File: src/sv/kwm_pkg.sv
`default_nettype none

package kwm_pkg;

   localparam int DATA_W          = 32;
   localparam int STREAM_W        = 3;
   localparam int STATUS_W        = 2;
   localparam int REQ_TDATA_W     = 40;
   localparam int RSP_TDATA_W     = 40;
   localparam int NUM_STREAMS_DEF = 8;
   localparam int QUEUE_DEPTH_DEF = 16;

   typedef enum logic {
      KIND_PUSH = 1'b0,
      KIND_POP  = 1'b1
   } kind_type;

   typedef enum logic [STATUS_W-1:0] {
      ST_OK    = 2'd0,
      ST_FULL  = 2'd1,
      ST_EMPTY = 2'd2
   } status_type;

   // one queue operation per cycle; push and pop never fire together
   typedef struct packed {
      logic              push_en;
      logic              pop_en;
      logic [DATA_W-1:0] value;
   } bank_op_type;

endpackage

`default_nettype wire

File: src/sv/kwm_min_tree.sv
`default_nettype none

module kwm_min_tree #(
   parameter int  NUM_STREAMS = kwm_pkg::NUM_STREAMS_DEF,
   localparam int SEL_W       = $clog2(NUM_STREAMS)
) (
   input  logic [kwm_pkg::DATA_W-1:0] head_value [NUM_STREAMS],
   input  logic [NUM_STREAMS-1:0]     head_valid,
   output logic                       best_valid,
   output logic [kwm_pkg::DATA_W-1:0] best_value,
   output logic [SEL_W-1:0]           best_sel
);
   import kwm_pkg::*;

   localparam int LEAVES = 1 << SEL_W;

   typedef struct packed {
      logic              valid;
      logic [DATA_W-1:0] value;
      logic [SEL_W-1:0]  sel;
   } node_type;

   // heap order: node i has children 2i+1 and 2i+2, leaves start at LEAVES-1
   node_type node [2*LEAVES-1];

   genvar j, i;
   generate
      for (j = 0; j < LEAVES; j++) begin : g_leaf
         if (j < NUM_STREAMS) begin : g_used
            assign node[LEAVES-1+j] = '{valid: head_valid[j], value: head_value[j],
                                        sel: SEL_W'(j)};
         end else begin : g_pad
            assign node[LEAVES-1+j] = '{valid: 1'b0, value: '0, sel: SEL_W'(j)};
         end
      end

      for (i = 0; i < LEAVES-1; i++) begin : g_node
         node_type lt;
         node_type rt;
         assign lt = node[2*i+1];
         assign rt = node[2*i+2];
         // left side holds the lower stream indexes, so it wins ties
         assign node[i] = (lt.valid && (!rt.valid || $signed(lt.value) <= $signed(rt.value)))
                          ? lt : rt;
      end
   endgenerate

   assign best_valid = node[0].valid;
   assign best_value = node[0].value;
   assign best_sel   = node[0].sel;

endmodule

`default_nettype wire

File: config.mk
export PLATFORM = sky130hd
export DESIGN_NAME = kwm_min_tree
export DESIGN_NICKNAME = d
export VERILOG_FILES = /design/src/sv/kwm_pkg.sv /design/src/sv/kwm_min_tree.sv
export SDC_FILE = /design/constraint.sdc
export NUM_CORES = 1
export LEC_CHECK = 0
export BUFFER_PORTS_ARGS = -buffer_cell sky130_fd_sc_hd__clkbuf_2
export CAP_MARGIN = 20
export CORE_MARGIN = 8
export CORE_UTILIZATION = 55
export DETAILED_ROUTE_END_ITERATION = 10
export PLACE_DENSITY = 0.87
export SETUP_SLACK_MARGIN = 0.02
export SYNTH_ARGS = -nofsm -noshare
export SYNTH_HDL_FRONTEND = slang
export SYNTH_SLANG_ARGS = --single-unit
File: constraint.sdc
create_clock -name vclk -period 17.65
set_input_delay 3.53 -clock vclk [all_inputs]
set_output_delay 3.53 -clock vclk [all_outputs]
set_load 0.02 [all_outputs]
==> impl_metrics.py, run 1 <==
metrics = {
    "setup_path": {
        "cp_slowest_cell": "o31a_2",
        "arrival_ns": 12.56,
        "crit_fanout": 35,
        "cp-end-kind": "primary output",
        "cp-start-kind": "primary input",
        "cp.required_ns": 14.12,
        "startpoint": "head_value[91]",
        "crit_type": "primary input to primary output",
        "slowest_delay_ns": 0.90,
    },
    "synthesis": {
        "yosysWarningCount": 0,
        "synth_area_leaders": "ha_1 33%, mux2i_1 18%, inv_1 10%, mux2_2 5.9%, a21oi_1 5.3%",
        "yosysSeqAreaShare_pct": 0,
        "synthMuxAreaShare_pct": 28.1,
        "syn_area_um2": 8440,
        "synth_compound_area_share_pct": 15.4,
        "synth.top_cell.area_share_pct": 33.2,
        "syn-instance-count": 1091,
        "yosysUniqueCellTypes": 54,
        "synth_simple_gate_area_share_pct": 11.6,
        "synth_xor_xnor_area_share_pct": 0.104,
        "synth_top_family_by_area": "adder cells",
        "yosys.area.top_type": "ha_1",
        "syn-num-nets": 1579,
        "synthAdderAreaFrac_pct": 33.2,
        "synth_area_per_cell_um2": 7.74,
    },
    "die": {
        "die_w_um": 140,
        "fp.dieH_um": 140,
        "rows": 45,
        "pin_count": 300,
        "initial_utilization_pct": 55.9,
        "die_area_um2": 19600,
        "core_area_um2": 15100,
    },
    "route": {
        "ant_nets": 0,
        "dr.pass1.iters": 5,
        "routedWlPerCell_um": 17.7,
        "drc_errors": 0,
        "wirelength_mm": 27.7,
        "via_per_inst": 5.76,
        "drt_iter0_drc": 484,
        "num_vias": 8996,
    },
    "hold_path": {
        "holdCritStartpoint": "head_valid[5]",
        "min-delay-path-class": "primary input to primary output",
    },
    "clock_network": {
        "holdBufCountCts": 0,
        "post-cts-setup-buffers": 0,
        "cts_resized": 0,
    },
    "placed_design": {
        "dp_slack_ns": 1.53,
        "portBuffers": 300,
        "dp_hpwl_mm": 25.3,
        "routabilityCongestion": 0.931,
    },
    "timing": {
        "final_hold_viol_count": 0,
        "fin_ws_ns": 1.56,
        "slew_headroom_pct": 29.1,
        "tns_ns": 0,
        "fin_crit_ns": 16.09,
        "rsz0062_at_grt": "no",
        "fin_crit_sh_pct": 91.2,
        "holdWs_ns": 7.65,
        "slew_viol_final": 0,
        "timing.fmax_ghz": 0.0622,
        "worstMarginPinSlew_ns": 1.06,
        "setup_violations": 0,
    },
    "layout": {
        "final_nets": 1864,
        "diodes": 0,
        "nClkBuffers": 0,
        "finalCoreUtilization_pct": 67.2,
        "regArea_um2": 0,
        "drive_gt1_share_pct": 28.0,
        "nFlopsAndLatches": 0,
        "synthToLayoutAreaGrowth_pct": 20.2,
    },
    "power_and_ir_drop": {
        "powerDensity_nw_per_um2": 62.8,
        "p_switching_mw": 0.370,
        "clkPwrFrac_pct": 0,
        "pwr-share-seq_pct": 0,
        "switching_share_pct": 58.0,
        "ir_worst_vdd_v": 0.0000463,
        "p_total_mw": 0.637,
        "p_int_mw": 0.268,
        "leakagePower_nw": 6.31,
        "power_frac_comb_pct": 100.0,
    },
    "grt": {
        "grt.total_usage_pct": 26.7,
        "antenna_found_initial": 0,
        "grt_pass1_wl_mm": 43.8,
        "grt_max_degree": 36,
        "grt_pass1_vias": 9356,
        "overflow": 0,
    },
    "run": {
        "maxCapViolCount": 0,
    },
    "run_status": {
        "status": "finished, final reports clean",
    },
}
[worst max-delay path: cells and delay by family]
family	cells	cell delay, ns
AOI/OAI and AO/OA	13	4.20
adders and majority gates	3	0.96
buffers and inverters	5	0.82
muxes	3	1.23
and+or+nand+nor	6	1.81
[final timing paths]
path	end	slack (ns)	depth (start not counted)
min	best_valid	7.65	4
max	best_value[31]	1.56	30
[cell usage in the layout (no fill, tap or decap), types with 2 or more instances in the layout]
cell      instances
clkbuf_2        300
inv_1           229
ha_1            224
mux2i_1         156
a21oi_1          89
nand2_1          55
mux2_2           44
nand4_1          42
nand3_1          28
o21ai_0          28
nor2_1           21
mux2_4           21
a21o_1           19
nor4_1           12
a211oi_1          9
o211ai_1          9
nor2b_1           8
a221oi_1          7
nor3_1            6
o22ai_1           6
buf_4             6
o31ai_1           5
a31oi_1           5
and4_1            5
a21boi_0          4
or4_1             3
o21a_1            2
o31a_1            2
nor3b_1           2
o211a_1           2
a21oi_4           2
[stage by stage]
step | std cells | cell area [µm²]
floorplan | 1091 | 8440
global placement | 1561 | 10100
detailed placement | 1561 | 10100
CTS | 1561 | 10100
global route | 1562 | 10100
finish | 1562 | 10100
[cell families (layout without fill, tap and decap cells)]
group | count (synthesis) | count (layout)
xor+xnor | 1 | 1
fa+ha+maj | 224 | 224
buf+inv | 253 | 536
mux | 221 | 221
simple gates | 188 | 188
compound gates | 204 | 204
[layer usage]
metal	up-vias	share of wire [%]	GRT usage [%]
met5	-	0	0
met4	0	3.0	8.00
met3	54	6.3	4.41
met2	313	48	49.2
met1	4125	42	30.8
li1	4504	-	-
[synthesized netlist by cell type (all sizes together), types with 12 or more instances]
cell / number
mux2: 65
nor4: 12
nor2: 21
buf: 14
o21ai: 28
nand4: 42
inv: 229
a21o: 19
mux2i: 156
nand3: 28
nand2: 55
ha: 224
a21oi: 91
[final cells by class]
type / count / area, µm²
inverters: 229 / 860
fillers: 1244 / 4950
well taps: 188 / 235
repair buffers: 307 / 1560
multi-input cells: 838 / 7490
[power groups by stage]
stage	clock network (mW)	logic (mW)	registers, mW
floorplan	0	0.438	0
global placement	0	0.616	0
detailed placement	0	0.631	0
CTS	0	0.633	0
global route	0	0.692	0
finish	0	0.637	0
(Power assumes the default switching activity.)
==> run 2, diff against run 1 <==
--- a/config.mk
+++ b/config.mk
@@ -5,12 +5,12 @@
 export SDC_FILE = /design/constraint.sdc
 export NUM_CORES = 1
 export LEC_CHECK = 0
-export BUFFER_PORTS_ARGS = -buffer_cell sky130_fd_sc_hd__clkbuf_2
 export CAP_MARGIN = 20
 export CORE_MARGIN = 8
 export CORE_UTILIZATION = 55
 export DETAILED_ROUTE_END_ITERATION = 10
-export PLACE_DENSITY = 0.87
+export DONT_BUFFER_PORTS = 1
+export PLACE_DENSITY = 0.7
 export SETUP_SLACK_MARGIN = 0.02
 export SYNTH_ARGS = -nofsm -noshare
 export SYNTH_HDL_FRONTEND = slang
==> impl_metrics.py, run 2 (synthesis results as in run 1) <==
metrics = {
    "die": {
        "rows": 45,
        "die_w_um": 140,
        "initial_utilization_pct": 55.9,
        "core_area_um2": 15100,
        "fp.dieH_um": 140,
        "pin_count": 300,
        "die_area_um2": 19600,
    },
    "layout": {
        "nClkBuffers": 0,
        "final_common_cell": "inv_1",
        "drive_gt1_share_pct": 7.83,
        "multi_input_area_um2": 7490,
        "diodes": 0,
        "layout_common_cells": "229 x inv_1, 224 x ha_1, 156 x mux2i_1, 89 x a21oi_1, 55 x nand2_1",
        "finalCoreUtilization_pct": 57.2,
        "regArea_um2": 0,
        "final_nets": 1563,
        "synthToLayoutAreaGrowth_pct": 2.19,
        "nFlopsAndLatches": 0,
        "fillers": 1475,
    },
    "route": {
        "ant_nets": 0,
        "dr.pass1.iters": 5,
        "via_per_inst": 6.10,
        "wirelength_mm": 25.8,
        "routedWlPerCell_um": 20.5,
        "drt_iter0_drc": 280,
        "drc_errors": 0,
        "num_vias": 7690,
    },
    "grt": {
        "overflow": 0,
        "antenna_found_initial": 0,
        "grt_max_degree": 36,
        "grt_pass1_wl_mm": 39.6,
        "grt.total_usage_pct": 24.7,
        "grt_pass1_vias": 7719,
    },
    "timing": {
        "final_hold_viol_count": 0,
        "tns_ns": 0,
        "rsz0062_at_grt": "no",
        "holdWs_ns": 7.38,
        "slew_viol_final": 0,
        "fin_crit_ns": 16.48,
        "timing.fmax_ghz": 0.0607,
        "worstMarginPinSlew_ns": 1.08,
        "slew_headroom_pct": 28.1,
        "fin_crit_sh_pct": 93.4,
        "setup_violations": 0,
    },
    "hold_path": {
        "hold-path-endpoint": "best_valid",
        "holdCritStartpoint": "head_valid[4]",
        "holdPathStages": 2,
        "min-delay-path-class": "primary input to primary output",
    },
    "power_and_ir_drop": {
        "powerDensity_nw_per_um2": 63.5,
        "ir_worst_vdd_v": 0.0000334,
        "p_total_mw": 0.548,
        "leakagePower_nw": 5.06,
    },
    "placed_design": {
        "portBuffers": 0,
        "dp_hpwl_mm": 23.7,
        "routabilityCongestion": 0.924,
    },
    "clock_network": {
        "holdBufCountCts": 0,
        "post-cts-setup-buffers": 0,
        "cts_resized": 0,
    },
    "setup_path": {
        "crit_type": "primary input to primary output",
        "cp-end-kind": "primary output",
        "arrival_ns": 12.95,
        "cp-start-kind": "primary input",
        "crit_fanout": 35,
        "cp.required_ns": 14.12,
    },
    "run": {
        "maxCapViolCount": 0,
    },
    "run_status": {
        "status": "finished, final reports clean",
    },
}
-- run 2: changes by cell type in the layout (fill, tap and decap cells not counted) --
cell | previous run | this run
buf_8 | 1 | 0
clkbuf_2 | 300 | 0
-- run 2: metrics by stage --
stage / setup slack (ns) / area [µm²] / std cells
3_5_place_dp: 1.20 / 8630 / 1261
2_1_floorplan: 2.89 / 8440 / 1091
6_report: 1.17 / 8630 / 1261
3_3_place_gp: 1.24 / 8630 / 1261
4_1_cts: 1.15 / 8630 / 1261
5_1_grt: 0.574 / 8630 / 1261
-- run 2: final cells by class --
class	instances	area share [%]
multi-input cells	838	86.8
repair buffers	6	0.522
inverters	229	9.97
well taps	188	2.73
-- run 2: layer usage --
layer | global-route usage (%) | part of all wire [%] | vias to the layer above
met1 | 27.7 | 40 | 3485
met5 | 0 | 0 | -
met3 | 7.39 | 9.6 | 49
met2 | 44.0 | 48 | 259
li1 | - | - | 3897
met4 | 7.31 | 2.8 | 0
-- run 2: critical path, stage by stage --
cell      delay [ns]
inv_1           0.02
ha_1            0.34
nand4_1         0.20
nor4_1          0.82
o31a_1          0.27
a31oi_1         0.10
a211oi_4        0.84
buf_4           0.49
mux2i_1         0.16
ha_1            0.38
nand4_1         0.17
nor4_1          0.64
a21oi_1         0.22
nor3b_1         0.18
a31oi_1         0.16
o211a_1         0.61
buf_4           0.39
mux2_2          0.41
ha_1            0.33
nand4_1         0.16
or4_1           0.54
a21oi_1         0.13
o31ai_1         0.11
a31oi_1         0.18
a22o_2          0.86
mux2i_1         0.70
-- run 2: power by group --
part	leakage (nW)	switching (mW)	internal, mW
registers	0	0	0
logic	5.06	0.330	0.218
clock network	0	0	0
total	5.06	0.330	0.218
-- run 2: worst max path at each step --
stage / from / endpoint / slack (ns) / depth (start not counted)
5_1_grt: head_value[31] / best_sel[1] / 0.57 / 28
6_report: head_value[31] / best_value[16] / 1.17 / 26
4_1_cts: head_value[31] / best_value[16] / 1.15 / 26
2_1_floorplan: head_value[206] / best_value[23] / 2.89 / 32
3_5_place_dp: head_value[31] / best_value[16] / 1.20 / 26
3_3_place_gp: head_value[31] / best_sel[1] / 1.24 / 27
